==> config.mk <==
export PLATFORM = sky130hd
export DESIGN_NAME = eight_bit_alu_with_flags
export DESIGN_NICKNAME = d
export VERILOG_FILES = /design/src/ebalu_pkg.sv /design/src/ebalu_core.sv /design/src/eight_bit_alu_with_flags.sv
export SDC_FILE = /design/constraint.sdc
export NUM_CORES = 1
export LEC_CHECK = 0
export ABC_AREA = 1
export BUFFER_PORTS_ARGS = -buffer_cell sky130_fd_sc_hd__buf_4
export CAP_MARGIN = 25
export CORE_MARGIN = 5
export CORE_UTILIZATION = 55
export CTS_BUF_LIST = sky130_fd_sc_hd__clkbuf_8
export CTS_CLUSTER_SIZE = 8
export DETAILED_ROUTE_END_ITERATION = 7
export PLACE_DENSITY = 0.75
export SYNTH_ARGS = -nofsm -noshare
export SYNTH_HDL_FRONTEND = slang
export SYNTH_SLANG_ARGS = --single-unit
==> constraint.sdc <==
create_clock -name clk -period 4.2 [get_ports clk]
set_input_delay 0 -clock clk [delete_from_list [all_inputs] [get_ports clk]]
set_output_delay 0 -clock clk [all_outputs]
set_load 0.01 [all_outputs]
==> src/ebalu_pkg.sv <==
// Package: beat types, operation codes and flag positions for the eight-bit ALU.
package ebalu_pkg;

	// Operation codes
	localparam logic [4:0] OP_ADD   = 5'd0;
	localparam logic [4:0] OP_ADC   = 5'd1;
	localparam logic [4:0] OP_SUB   = 5'd2;
	localparam logic [4:0] OP_SBC   = 5'd3;
	localparam logic [4:0] OP_AND   = 5'd4;
	localparam logic [4:0] OP_XOR   = 5'd5;
	localparam logic [4:0] OP_OR    = 5'd6;
	localparam logic [4:0] OP_CP    = 5'd7;
	localparam logic [4:0] OP_INC   = 5'd8;
	localparam logic [4:0] OP_DEC   = 5'd9;
	localparam logic [4:0] OP_ADD16 = 5'd10;
	localparam logic [4:0] OP_DAA   = 5'd11;
	localparam logic [4:0] OP_RLC   = 5'd12;
	localparam logic [4:0] OP_RRC   = 5'd13;
	localparam logic [4:0] OP_RL    = 5'd14;
	localparam logic [4:0] OP_RR    = 5'd15;
	localparam logic [4:0] OP_SLA   = 5'd16;
	localparam logic [4:0] OP_SRA   = 5'd17;
	localparam logic [4:0] OP_SRL   = 5'd18;
	localparam logic [4:0] OP_SWAP  = 5'd19;
	localparam logic [4:0] OP_BIT   = 5'd20;
	localparam logic [4:0] OP_SET   = 5'd21;
	localparam logic [4:0] OP_RES   = 5'd22;
	localparam logic [4:0] OP_RLCA  = 5'd23;
	localparam logic [4:0] OP_RRCA  = 5'd24;
	localparam logic [4:0] OP_RLA   = 5'd25;
	localparam logic [4:0] OP_RRA   = 5'd26;

	// Flag bit positions
	localparam int unsigned FLAG_Z = 3;
	localparam int unsigned FLAG_N = 2;
	localparam int unsigned FLAG_H = 1;
	localparam int unsigned FLAG_C = 0;

	// BCD correction constants
	localparam logic [7:0] DAA_HI = 8'h60;
	localparam logic [7:0] DAA_LO = 8'h06;
	localparam logic [7:0] DAA_MAX = 8'h99;
	localparam logic [3:0] DAA_DIGIT_MAX = 4'h9;

	typedef struct packed {
		logic [4:0]  func;
		logic [15:0] operand_a;
		logic [15:0] operand_b;
		logic [2:0]  bit_index;
		logic [3:0]  flags_in;
	} req_t;

	typedef struct packed {
		logic [15:0] result;
		logic [3:0]  flags_out;
	} rsp_t;

endpackage

==> src/ebalu_core.sv <==
// ALU datapath: one operation, result and new flags, combinational.
module ebalu_core import ebalu_pkg::*; (
	input  req_t req,
	output rsp_t rsp
);

	always_comb begin
		logic [7:0]  a;
		logic [7:0]  b;
		logic [7:0]  r;
		logic [7:0]  v;
		logic        cin;
		logic        cy;
		logic        dc;
		logic [8:0]  s9;
		logic [4:0]  h5;
		logic [9:0]  d10;
		logic [16:0] s17;
		logic [12:0] h13;
		logic [15:0] wide;
		logic        use_wide;
		logic [3:0]  f;

		a        = req.operand_a[7:0];
		b        = req.operand_b[7:0];
		cin      = req.flags_in[FLAG_C];
		r        = 8'h00;
		v        = a;
		cy       = 1'b0;
		dc       = cin;
		s9       = 9'd0;
		h5       = 5'd0;
		d10      = 10'd0;
		s17      = 17'd0;
		h13      = 13'd0;
		wide     = req.operand_a;
		use_wide = 1'b0;
		f        = 4'h0;

		case (req.func) inside
			OP_ADD, OP_ADC: begin
				cy = (req.func == OP_ADC) ? cin : 1'b0;
				s9 = {1'b0, a} + {1'b0, b} + {8'd0, cy};
				h5 = {1'b0, a[3:0]} + {1'b0, b[3:0]} + {4'd0, cy};
				r  = s9[7:0];
				f  = {1'b0, 1'b0, h5[4], s9[8]};
			end
			OP_SUB, OP_SBC, OP_CP: begin
				cy  = (req.func == OP_SBC) ? cin : 1'b0;
				d10 = {2'b0, a} - {2'b0, b} - {9'd0, cy};
				h5  = {1'b0, a[3:0]} - {1'b0, b[3:0]} - {4'd0, cy};
				r   = (req.func == OP_CP) ? a : d10[7:0];
				f   = {d10[7:0] == 8'h00, 1'b1, h5[4], d10[9]};
			end
			OP_AND: begin
				r = a & b;
				f = 4'b0010;
			end
			OP_XOR: r = a ^ b;
			OP_OR:  r = a | b;
			OP_INC: begin
				r = a + 8'd1;
				f = {1'b0, 1'b0, a[3:0] == 4'hF, cin};
			end
			OP_DEC: begin
				r = a - 8'd1;
				f = {1'b0, 1'b1, a[3:0] == 4'h0, cin};
			end
			OP_ADD16: begin
				s17      = {1'b0, req.operand_a} + {1'b0, req.operand_b};
				h13      = {1'b0, req.operand_a[11:0]} + {1'b0, req.operand_b[11:0]};
				wide     = s17[15:0];
				use_wide = 1'b1;
				f        = {req.flags_in[FLAG_Z], 1'b0, h13[12], s17[16]};
			end
			OP_DAA: begin
				if (!req.flags_in[FLAG_N]) begin
					if (cin || a > DAA_MAX) begin
						v  = v + DAA_HI;
						dc = 1'b1;
					end
					if (req.flags_in[FLAG_H] || v[3:0] > DAA_DIGIT_MAX)
						v = v + DAA_LO;
				end else begin
					if (cin)
						v = v - DAA_HI;
					if (req.flags_in[FLAG_H])
						v = v - DAA_LO;
				end
				r = v;
				f = {1'b0, req.flags_in[FLAG_N], 1'b0, dc};
			end
			OP_RLC, OP_RLCA: begin
				r = {a[6:0], a[7]};
				f = {3'b000, a[7]};
			end
			OP_RRC, OP_RRCA: begin
				r = {a[0], a[7:1]};
				f = {3'b000, a[0]};
			end
			OP_RL, OP_RLA: begin
				r = {a[6:0], cin};
				f = {3'b000, a[7]};
			end
			OP_RR, OP_RRA: begin
				r = {cin, a[7:1]};
				f = {3'b000, a[0]};
			end
			OP_SLA: begin
				r = {a[6:0], 1'b0};
				f = {3'b000, a[7]};
			end
			OP_SRA: begin
				r = {a[7], a[7:1]};
				f = {3'b000, a[0]};
			end
			OP_SRL: begin
				r = {1'b0, a[7:1]};
				f = {3'b000, a[0]};
			end
			OP_SWAP: r = {a[3:0], a[7:4]};
			OP_BIT: begin
				r = a;
				f = {!a[req.bit_index], 1'b0, 1'b1, cin};
			end
			OP_SET: begin
				r = a | (8'd1 << req.bit_index);
				f = req.flags_in;
			end
			OP_RES: begin
				r = a & ~(8'd1 << req.bit_index);
				f = req.flags_in;
			end
			default: begin
				// unused codes: operand and flags pass through
				wide     = req.operand_a;
				use_wide = 1'b1;
				f        = req.flags_in;
			end
		endcase

		// Z from the 8-bit result for the ops that define it that way
		case (req.func) inside
			OP_ADD, OP_ADC, OP_AND, OP_XOR, OP_OR, OP_INC, OP_DEC, OP_DAA,
			OP_RLC, OP_RRC, OP_RL, OP_RR, OP_SLA, OP_SRA, OP_SRL, OP_SWAP:
				f[FLAG_Z] = (r == 8'h00);
			default: ;
		endcase

		rsp.result    = use_wide ? wide : {8'h00, r};
		rsp.flags_out = f;
	end

endmodule

==> src/eight_bit_alu_with_flags.sv <==
// Top level: registered eight-bit ALU with Z N H C flags.
//
//  channel  direction  handshake            payload
//  -------  ---------  -------------------  ---------------------------------
//  req      in         start && !busy       func, operand_a, operand_b,
//                                           bit_index, flags_in (req_t)
//  rsp      out        done (one cycle)     result, flags_out (rsp_t)
//
// Flow: one beat per clock sustained; a command beat is held in the input register,
// passes once through the ALU core and is strobed from the result register.
// busy is held low, so a command can be issued every cycle.
// Reset: arst_n clears the stage valid bits; no result strobe follows reset
// until a command is taken. Stalls: none, the receiver takes every result
// in the cycle it is strobed.
module eight_bit_alu_with_flags import ebalu_pkg::*; (
	input  logic clk,
	input  logic arst_n,
	input  logic start,
	output logic busy,
	input  req_t req,
	output logic done,
	output rsp_t rsp
);

	// stage 1: command register
	req_t req_s1;
	logic vld_s1;
	// stage 2: result register
	rsp_t rsp_s2;
	logic vld_s2;
	logic [4:0] func_s2;

	rsp_t core_rsp;

	// the pipeline never backs up, so commands are always taken
	assign busy = 1'b0;

	always_ff @(posedge clk or negedge arst_n) begin
		if (!arst_n) begin
			vld_s1 <= 1'b0;
			vld_s2 <= 1'b0;
		end else begin
			vld_s1 <= start && !busy;
			vld_s2 <= vld_s1;
		end
	end

	// payload registers, no reset needed
	always_ff @(posedge clk) begin
		if (start && !busy)
			req_s1 <= req;
		if (vld_s1) begin
			rsp_s2  <= core_rsp;
			func_s2 <= req_s1.func;
		end
	end

	ebalu_core u_core (
		.req (req_s1),
		.rsp (core_rsp)
	);

	assign done = vld_s2;
	assign rsp  = rsp_s2;

`ifndef ASSERT_OFF
	// every command beat yields a result beat from the result register
	a_latency: assert property (@(posedge clk) disable iff (!arst_n)
		(start && !busy) |=> ##1 done)
		else $error("result beat missing two cycles after command");

	a_no_spurious: assert property (@(posedge clk) disable iff (!arst_n)
		done |-> vld_s1 == 1'b0 || vld_s1 == 1'b1 ? $past(vld_s1) : 1'b0)
		else $error("result beat without a command");

	// only add16 and unused codes may put anything in the upper byte
	a_upper_zero: assert property (@(posedge clk) disable iff (!arst_n)
		(done && func_s2 != OP_ADD16 && func_s2 <= OP_RRA) |-> rsp.result[15:8] == 8'h00)
		else $error("8-bit operation drove the upper result byte");

	// subtract-class ops always set N
	a_sub_n: assert property (@(posedge clk) disable iff (!arst_n)
		(done && (func_s2 == OP_SUB || func_s2 == OP_SBC || func_s2 == OP_CP ||
			func_s2 == OP_DEC)) |-> rsp.flags_out[FLAG_N])
		else $error("subtract-class operation left N clear");
`endif

endmodule

==> results by stage, run 1 <==
CTS:
- TritonCTS built the clock tree.
- Counting along the longest clock path gives a buffer depth of 2.
- Clock latency on the worst-skew pair, taken at its later pin, is about 0.37 ns.
- The clock net in this run drives a total of 66 sinks.
- The total clock buffers created by CTS is 9.
- After clock tree synthesis, the setup repair step added 0 buffers.
- CTS placed an instance of sky130_fd_sc_hd__clkbuf_8 at the clock tree root.
- The clock-pin slew on the worst setup and hold paths is about 0.08 ns.
- The H-tree was split into 3 levels.

STA:
- The post-layout worst setup margin is roughly 0.7 ns.
- Final hold analysis gives a worst-case slack of between 0.06 and 0.07 ns.
- The final critical path time including I/O delays and setup is 3.494 ns.
- For this run, the top clock speed supported by timing is 0.2862 GHz.
- The final number of max-transition violations is 0.
- The worst setup skew after layout is around 0.017 ns.
- The final number of hold-violating endpoints is 0.
- The total negative slack for setup checks is 0 ns.
- The fraction of the cycle the final worst path needs is slightly above 80%.
- The setup violation total in the final timing report is 0.
- Measured against its own limit, the worst slew margin works out to 36.04%.
- At the pin with the least slew margin, the transition time is roughly 0.96 ns.
- Setup repair after global routing left no endpoint under its margin.

Detailed routing:
- For this block, the initial DRC count from the detailed router was around 670.
- The total DRC errors in the routed layout is 0.
- The post-detailed-route via-to-cell ratio is approximately 5.6.
- The per-cell routed wire length is approximately 17 µm.
- In this run the remaining antenna-violating nets after routing total 0.
- The via total after detailed routing is 6701.
- The final layout contains routed wiring with a total length of about 20 mm.
- The first-pass detailed-route iteration total is 6.

Final layout:
- The number of inserted diodes is 0.
- The final-layout fill cell count is 1040.
- The net count of the finished layout is around 1100.
- The area growth from synthesis to layout is 19.10%.
- Summing all flip-flop and latch instances after layout gives between 1500 and 2000 µm².
- The area of combinational cells with multiple inputs is 3909 µm².
- The share of cells above drive strength 1 is between 10% and 20%.
- The final core utilization is between 60% and 70%.
- The final standard cell area without fillers is 7740 µm².
- The non-filler instance count after layout is between 1000 and 1500.

Synthesis:
- The cell taking the most area after synthesis is sky130_fd_sc_hd__edfxtp_1.
- Yosys printed 0 warnings.
- In the post-synthesis netlist, the biggest area contributors are sky130_fd_sc_hd__edfxtp_1, sky130_fd_sc_hd__nand2_1, sky130_fd_sc_hd__ha_1.
- The top-area cell type share of the netlist area is between 20% and 30%.
- Counting distinct cell types in the post-synthesis netlist gives 53.
- The commonest register cell after synthesis is sky130_fd_sc_hd__edfxtp_1.
- By instance count, the leading cell after synthesis is sky130_fd_sc_hd__nand2_1.
- The number of synthesized register bits is 66.
- After synthesis, the share of flip-flops with an asynchronous set or reset is slightly above 3%.
- In the synthesized netlist, the number of instances is about 930.
- The synthesized design contains 64 enable-type register cells.
- The combined area of all synthesized cells is ~6500 µm².
- The mean cell area of the mapped netlist is between 6 and 7 µm².
- The fraction of the yosys area taken by sequential cells is 30.34%.
- The number of nets in the synthesized netlist is 1029.
- By count the netlist is led by sky130_fd_sc_hd__nand2_1, sky130_fd_sc_hd__inv_1, sky130_fd_sc_hd__nor2_1.

Setup path:
- The cell depth of the worst flop-to-flop path is 10.
- The signal on the critical path passes through nor2_1, nand3_1, fa_1, fa_1, o21ai_0, a21oi_1, o21a_1, a221oi_1, nand3_1, a31o_2.
- The worst register-to-register path ends at rsp[8].
- The maximum single-stage delay on the critical path is between 0.4 and 0.5 ns.
- The critical path capture point type is a register.
- The arrival time of the worst setup path is 3.61 ns.
- STA puts the critical path data required time at 4.31 ns.
- The largest individual stage delay along the critical path comes from the cell sky130_fd_sc_hd__fa_1.
- The worst setup path is launched from a register.
- The setup slack of the worst register-to-register path is a little over 0.7 ns.
- The startpoint-to-endpoint class of the critical path is reg -> reg.
- The worst register-to-register path begins at req_s1[42].
- The maximum fanout encountered on the critical timing path is 7.

GRT:
- The total routing resource utilization after global routing is about 29%.
- The number of antenna violations at the first check in global routing is 0.
- The number of global-route vias before repair was 6352.
- The first global-routing pass estimated roughly 33 mm of wire.
- Entering global routing, the biggest net connects 46 pins.
- For this run the aggregate overflow at the end of global routing stands at 0.

Floorplanning:
- The number of rows created at floorplan is 39.
- The effective utilization at floorplan is between 50 and 60%.
- The boundary pin count is a little under 70.
- The full die area is about 14000 µm².
- The core outline area is 11520 µm².
- From left edge to right edge, the die measures 118.7 µm.
- The chip height is approximately 120 µm.

Power:
- The power density over the cells is about 310 nW/µm².
- The cell leakage power is approximately 3.7 nW.
- The highest ir drop seen on vdd is around 0.23 mV.
- Total power for the finished layout comes to roughly 2.4 mW.

Placement:
- The HPWL reported at the end of detailed placement is around 15 mm.
- Buffers placed on the I/O ports in this run total 67.
- The post-placement setup slack is a little under 0.8 ns.
- The routability-driven placement congestion ratio is between 0.9 and 1.
- The placed instances occupy a cell area of around 7100 µm².
- The number of placed instances, taps included, is around 1100.

Worst hold path:
- The capture endpoint of the worst hold path is vld_s1.
- The hold path startpoint is start.
- The path class of the tightest hold or removal check is in -> reg.
- The number of stages on the worst hold path is 1.

Outcome:
- The run finished with clean final reports.

Flow run:
- The number of max-cap violations is 0.
[report_power, final]
| part | internal, mW | switching, mW |
|---|---|---|
| clock network | 0.278 | 0.287 |
| registers | 0.812 | 0.0545 |
| logic | 0.364 | 0.592 |
| total | 1.45 | 0.934 |
[cell families after synthesis]
| family | share of synthesized area, % |
|---|---|
| AO/OA/AOI/OAI | 16.44 |
| XOR/XNOR | 3.754 |
| adder cells (fa/ha/maj) | 10.40 |
| buffers and inverters | 9.588 |
| flip-flops | 30.34 |
| other | 0.05770 |
| AND/OR/NAND/NOR | 29.42 |
[timing repair]
item | 4_1_cts | 5_1_grt
hold buffers | 46 | 0
hold endpoints to repair | 46 | 0
resized for setup | 0 | 0
[routing by layer]
metal | up-vias | global-route usage, % | share of wire, %
li1 | 3295 | - | -
met1 | 3059 | 39.20 | 43
met2 | 312 | 45.75 | 46
met3 | 35 | 5.205 | 8.9
met4 | 0 | 9.993 | 2.3
met5 | - | 0 | 0
[final cells by class]
| type | instances | share of cell area (%) |
|---|---|---|
| Clock buffer | 9 | 1.600 |
| Clock inverter | 7 | 0.9861 |
| Inverter | 109 | 5.318 |
| Multi-Input combinational cell | 726 | 50.50 |
| Sequential cell | 66 | 25.48 |
| Tap cell | 143 | 2.312 |
| Timing Repair Buffer | 127 | 13.81 |
[layout by cell type, fill, tap and decap left out, types with 4 or more instances in the layout]
cell / Yosys / layout
sky130_fd_sc_hd__nand2_1: 278 / 278
sky130_fd_sc_hd__inv_1: 101 / 101
sky130_fd_sc_hd__nor2_1: 88 / 88
sky130_fd_sc_hd__buf_4: 5 / 81
sky130_fd_sc_hd__a21oi_1: 70 / 70
sky130_fd_sc_hd__o21ai_0: 69 / 69
sky130_fd_sc_hd__edfxtp_1: 64 / 64
sky130_fd_sc_hd__nand3_1: 49 / 49
sky130_fd_sc_hd__ha_1: 46 / 46
sky130_fd_sc_hd__dlygate4sd3_1: 0 / 46
sky130_fd_sc_hd__xor2_1: 19 / 19
sky130_fd_sc_hd__nor3_1: 12 / 11
sky130_fd_sc_hd__or2_2: 11 / 11
sky130_fd_sc_hd__o211ai_1: 11 / 11
sky130_fd_sc_hd__clkbuf_8: 5 / 9
sky130_fd_sc_hd__nand4_1: 8 / 8
sky130_fd_sc_hd__o22ai_1: 7 / 7
sky130_fd_sc_hd__xnor2_1: 7 / 7
sky130_fd_sc_hd__fa_1: 5 / 5
sky130_fd_sc_hd__clkinv_1: 4 / 4
sky130_fd_sc_hd__o21ai_2: 4 / 4
[registers in the layout (all words and copies together) (netlist names)]
signal and flops:
req_s1 44, done 1, vld_s1 1, rsp 20
[worst max path at each step]
stage | depth (start not counted) | start | end | slack, ns
2_1_floorplan | 20 | req_s1[26] | rsp[3] | 1.09
3_3_place_gp | 10 | req_s1[42] | rsp[8] | 0.88
3_5_place_dp | 10 | req_s1[42] | rsp[8] | 0.78
4_1_cts | 10 | req_s1[42] | rsp[8] | 0.76
5_1_grt | 10 | req_s1[42] | rsp[8] | 0.44
6_report | 10 | req_s1[42] | rsp[8] | 0.71
[critical path: cells and delay by family (launching register included)]
| family | cells | cell delay (ns) |
|---|---|---|
| fa+ha+maj | 2 | 0.92 |
| flops | 1 | 0.47 |
| simple gates | 3 | 0.80 |
| compound gates | 5 | 1.07 |
Note: power is estimated with default switching activity, not from simulation.
==> run 2, diff against run 1 <==
--- a/config.mk
+++ b/config.mk
@@ -5,7 +5,7 @@
 export SDC_FILE = /design/constraint.sdc
 export NUM_CORES = 1
 export LEC_CHECK = 0
-export ABC_AREA = 1
+export ABC_AREA = 0
 export BUFFER_PORTS_ARGS = -buffer_cell sky130_fd_sc_hd__buf_4
 export CAP_MARGIN = 25
 export CORE_MARGIN = 5
==> constraint.sdc (replaced) <==
create_clock -name clk -period 3.4 [get_ports clk]
set_input_delay 0 -clock clk [delete_from_list [all_inputs] [get_ports clk]]
set_output_delay 0 -clock clk [all_outputs]
set_load 0.01 [all_outputs]
==> run 2 against run 1 <==
Effect of this change: the run now ends with negative setup slack left; cell count down 3.1%; sequential share of layout area is 3.2 points lower; setup slack worse by 0.77 ns; critical path depth increased by 1; hold slack improved by 0.0075 ns; non-clock buffer count up 67; synthesized area rose by 6.6%; total power grew 43%; sequential power rose by 21%; final area grew 15%; fmax up 0.89%; largest power group unchanged; highest routed layer unchanged.
==> results by stage, run 2 <==
CTS:
- The clock-pin slew on the worst setup and hold paths was 0.07 ns (about the same).
- The H-tree depth reported by CTS was 3 (unchanged).
- The library cell used as clock root buffer is sky130_fd_sc_hd__clkbuf_8.
- The maximum buffer depth of the clock tree is 2 (unchanged).
- The total clock buffers created by CTS came to 9 (unchanged).
- The clock net sink count was 66 (unchanged).
- TritonCTS built the clock tree.
- The insertion delay to the later sink of the worst-skew pair came to 0.38 ns (about the same).

STA:
- The final number of max-transition violations was 0 (unchanged).
- Setup repair after global routing could not meet its margin everywhere.
- The final critical path time including I/O delays and setup is 3.463 ns (-0.03091 ns).
- The setup violation total in the final timing report is 1 (+1).
- The worst setup skew after layout is 0.01641 ns (-0.0009086 ns).
- The post-layout worst setup margin is -0.06328 ns (-0.7691 ns).
- The fraction of the cycle the final worst path needs came to 101.9% (+19 points).
- The final number of hold-violating endpoints was 0 (unchanged).
- The maximum achievable frequency came to 0.2887 GHz (+0.89%).
- The relative slew slack is 40.08% (+4.0 points).
- The worst-margin pin slew is 0.8988 ns (-0.06066 ns).
- The hold slack is 0.07688 ns (+0.007517 ns).

Worst hold path:
- The worst min-delay path class is in -> reg.
- The number of stages on the worst hold path is 1 (unchanged).
- The capture endpoint of the worst hold path is vld_s1.
- In this run the most critical hold path is launched from start.

Setup path:
- The slowest cell on the critical path is sky130_fd_sc_hd__or4b_4.
- The critical path goes through buf_4, ha_1, o21bai_4, nor2_2, or4_1, a211oi_2, o22ai_2, o31ai_2, nand4_1, or4b_4, o41ai_4.
- The reg-to-reg endpoint is rsp[3].
- The required time reported for the critical path endpoint is 3.60 ns (-0.71 ns).
- The startpoint kind of the worst setup timing path is a register.
- The maximum single-stage delay on the critical path is 0.58 ns (+0.09 ns).
- The cell depth of the worst flop-to-flop path came to 11 (+1).
- The arrival time of the worst setup path was 3.66 ns (+0.05 ns).
- The reg-to-reg startpoint is req_s1[23].
- The setup slack of the worst register-to-register path was -0.06 ns (-0.77 ns).
- The startpoint-to-endpoint class of the critical path is reg -> reg.
- The worst setup path is captured at a register.
- The maximum fanout encountered on the critical timing path is 6 (-1).

GRT:
- The global-route congestion overflow total is 0 (unchanged).
- The total routing resource utilization after global routing is 35.81% (+7.2 points).
- The number of antenna violations at the first check in global routing is 0 (unchanged).
- The global-route wire length before repair is 40.81 mm (+25%).
- The number of global-route vias before repair is 7395 (+16%).
- The pin count of the biggest net entering global routing is 51 (+11%).

Synthesis:
- The fraction of the yosys area taken by sequential cells is 28.46% (-1.9 points).
- In the synthesized netlist, the cells that appear most often are sky130_fd_sc_hd__nand2_1, sky130_fd_sc_hd__a21oi_1, sky130_fd_sc_hd__edfxtp_1, sky130_fd_sc_hd__nor2_1, sky130_fd_sc_hd__ha_1.
- Ranked by total cell area, the synthesized netlist is headed by sky130_fd_sc_hd__edfxtp_1, sky130_fd_sc_hd__ha_1, sky130_fd_sc_hd__a21oi_1.
- The mean cell area of the mapped netlist was 8.389 µm² (+20%).
- The number of distinct standard cells referenced by the synthesized netlist is 91 (+72%).
- The net count of the mapped netlist is 924 (-10%).
- The top-area cell type share of the netlist area is 27.74% (-1.8 points).
- The combined area of all synthesized cells is 6929 µm² (+6.6%).
- The most common cell in the synthesized netlist is sky130_fd_sc_hd__nand2_1.
- The async set-reset flop share out of synthesis came to 3.030% (unchanged).
- The commonest register cell after synthesis is sky130_fd_sc_hd__edfxtp_1.
- The number of enable flip-flop cells after synthesis came to 64 (unchanged).
- The total number of yosys warnings is 0 (unchanged).
- The number of synthesized register bits was 66 (unchanged).
- The post-synthesis instance total is 826 (-11%).
- The cell taking the most area after synthesis is sky130_fd_sc_hd__edfxtp_1.

Final layout:
- The non-filler instance count after layout came to 1150 (-3.1%).
- The share of cells above drive strength 1 is 22.49% (+9.9 points).
- From synthesis to final layout, the design area changed by 27.92%.
- The number of inserted diodes is 0 (unchanged).
- In the layout the commonest cells are sky130_fd_sc_hd__buf_4, sky130_fd_sc_hd__nand2_1, sky130_fd_sc_hd__a21oi_1.
- The flip-flop count of the largest register after layout is 44 (unchanged).
- The area of combinational cells with multiple inputs is 4672 µm² (+20%).
- The sequential standard cell area came to 1972 µm² (unchanged).
- The final net count is 1071 (-5.8%).
- The register bank with the most flops is req_s1.
- The final standard cell area without fillers was 8864 µm² (+15%).
- The final-layout fill cell count was 939 (-9.7%).
- The leading cell type in the layout, fill and taps excluded is sky130_fd_sc_hd__buf_4.

Power:
- The highest ir drop seen on vdd came to 0.3436 mV (+51%).
- The power density over the cells is 383.8 nW/µm² (+24%).
- The cell leakage power was 3.583 nW (-2.0%).
- The overall power after layout is 3.402 mW (+43%).

Placement:
- The HPWL reported at the end of detailed placement is 19.16 mm (+32%).
- The number of instances in the placed design is 1075 (-4.4%).
- The number of port buffers came to 67 (unchanged).
- The post-placement setup slack came to -0.01977 ns (-0.7982 ns).
- The post-place instance area is 7891 µm² (+11%).
- The routability-driven placement congestion ratio is 1.078 (+8.0%).

Floorplanning:
- The effective utilization at floorplan was 55.59% (-0.85 points).
- The boundary pin count was 69 (unchanged).
- The chip height is 122.2 µm (+3.0%).
- The number of rows created at floorplan is 41 (+5.1%).
- The full die area was 14940 µm² (+6.1%).
- The die width is 122.2 µm (+3.0%).
- The core outline area is 12470 µm² (+8.2%).

Outcome:
- The run finished, with violations left.
- The final reports fail on negative setup slack.

Detailed routing:
- The total length of routed wires is 26.80 mm (+33%).
- The post-detailed-route via-to-cell ratio was 6.686 (+18%).
- The via total after detailed routing is 7689 (+15%).
- The first-pass detailed-route iteration total was 7 (+1).
- The per-cell routed wire length is 23.31 µm (+38%).
- The post-detailed-route count of antenna-violating nets is 0 (unchanged).
- The total DRC errors in the routed layout is 0 (unchanged).
- The initial detailed-routing violation count is 1389 (+110%).

Flow run:
- The number of max-cap violations is 0 (unchanged).
## run 2: layer usage
metal	track usage, %	vias to the layer above	wire length, µm
li1	-	3373	-
met1	47.79	3600	10390
met2	54.17	603	11680
met3	8.756	113	3395
met4	18.05	0	1330
met5	0	-	0
## run 2: logic make-up after synthesis
group	Yosys count	synth area share (%)
AND/OR/NAND/NOR	257	18.67
buffers and inverters	101	6.645
adder cells (fa/ha/maj)	51	9.751
XOR/XNOR	49	6.194
other	1	0.05412
AO/OA/AOI/OAI	284	27.37
multiplexers	17	2.853
flip-flops	66	28.46
## run 2: worst max path at each step
stage / endpoint / startpoint
global placement: rsp[10] / req_s1[23]
detailed placement: rsp[3] / req_s1[39]
floorplan: rsp[3] / req_s1[40]
CTS: rsp[3] / req_s1[40]
global route: rsp[3] / req_s1[41]
finish: rsp[3] / req_s1[23]
## run 2: layout make-up
type,count,area share (%)
tap,172,2.428
clock inverter,5,0.8893
timing repair buffer,194,18.14
inverter,43,1.877
clock buffer,11,1.708
multi-input combinational,659,52.71
sequential,66,22.25
## run 2: timing repair
action	CTS	global route
pin swaps	2	14
hold buffers	46	0
setup buffers	2	11
endpoints found under the hold margin	46	0
gates resized for setup	2	39
setup endpoints to repair	1	3
## run 2: metrics by stage
stage	util (%)	setup TNS, ns
after floorplan	-	0
after global placement	63.30	0
after detailed placement	63.30	-0.01977
after CTS	69.01	0
after global routing	71.10	-0.2347
final	71.10	-0.06328
## run 2: power by group
group          switching (mW)  internal [mW]
Sequential             0.0561          0.990
Combinational           0.908          0.665
Clock                   0.332          0.450
## run 2: worst max-delay path, delay by kind of cell (launching register included)
kind	cells	cell delay (ns)
AND/OR/NAND/NOR	4	1.26
AO/OA/AOI/OAI	5	1.16
flip-flops	1	0.43
adder cells (fa/ha/maj)	1	0.24
buffers and inverters	1	0.20
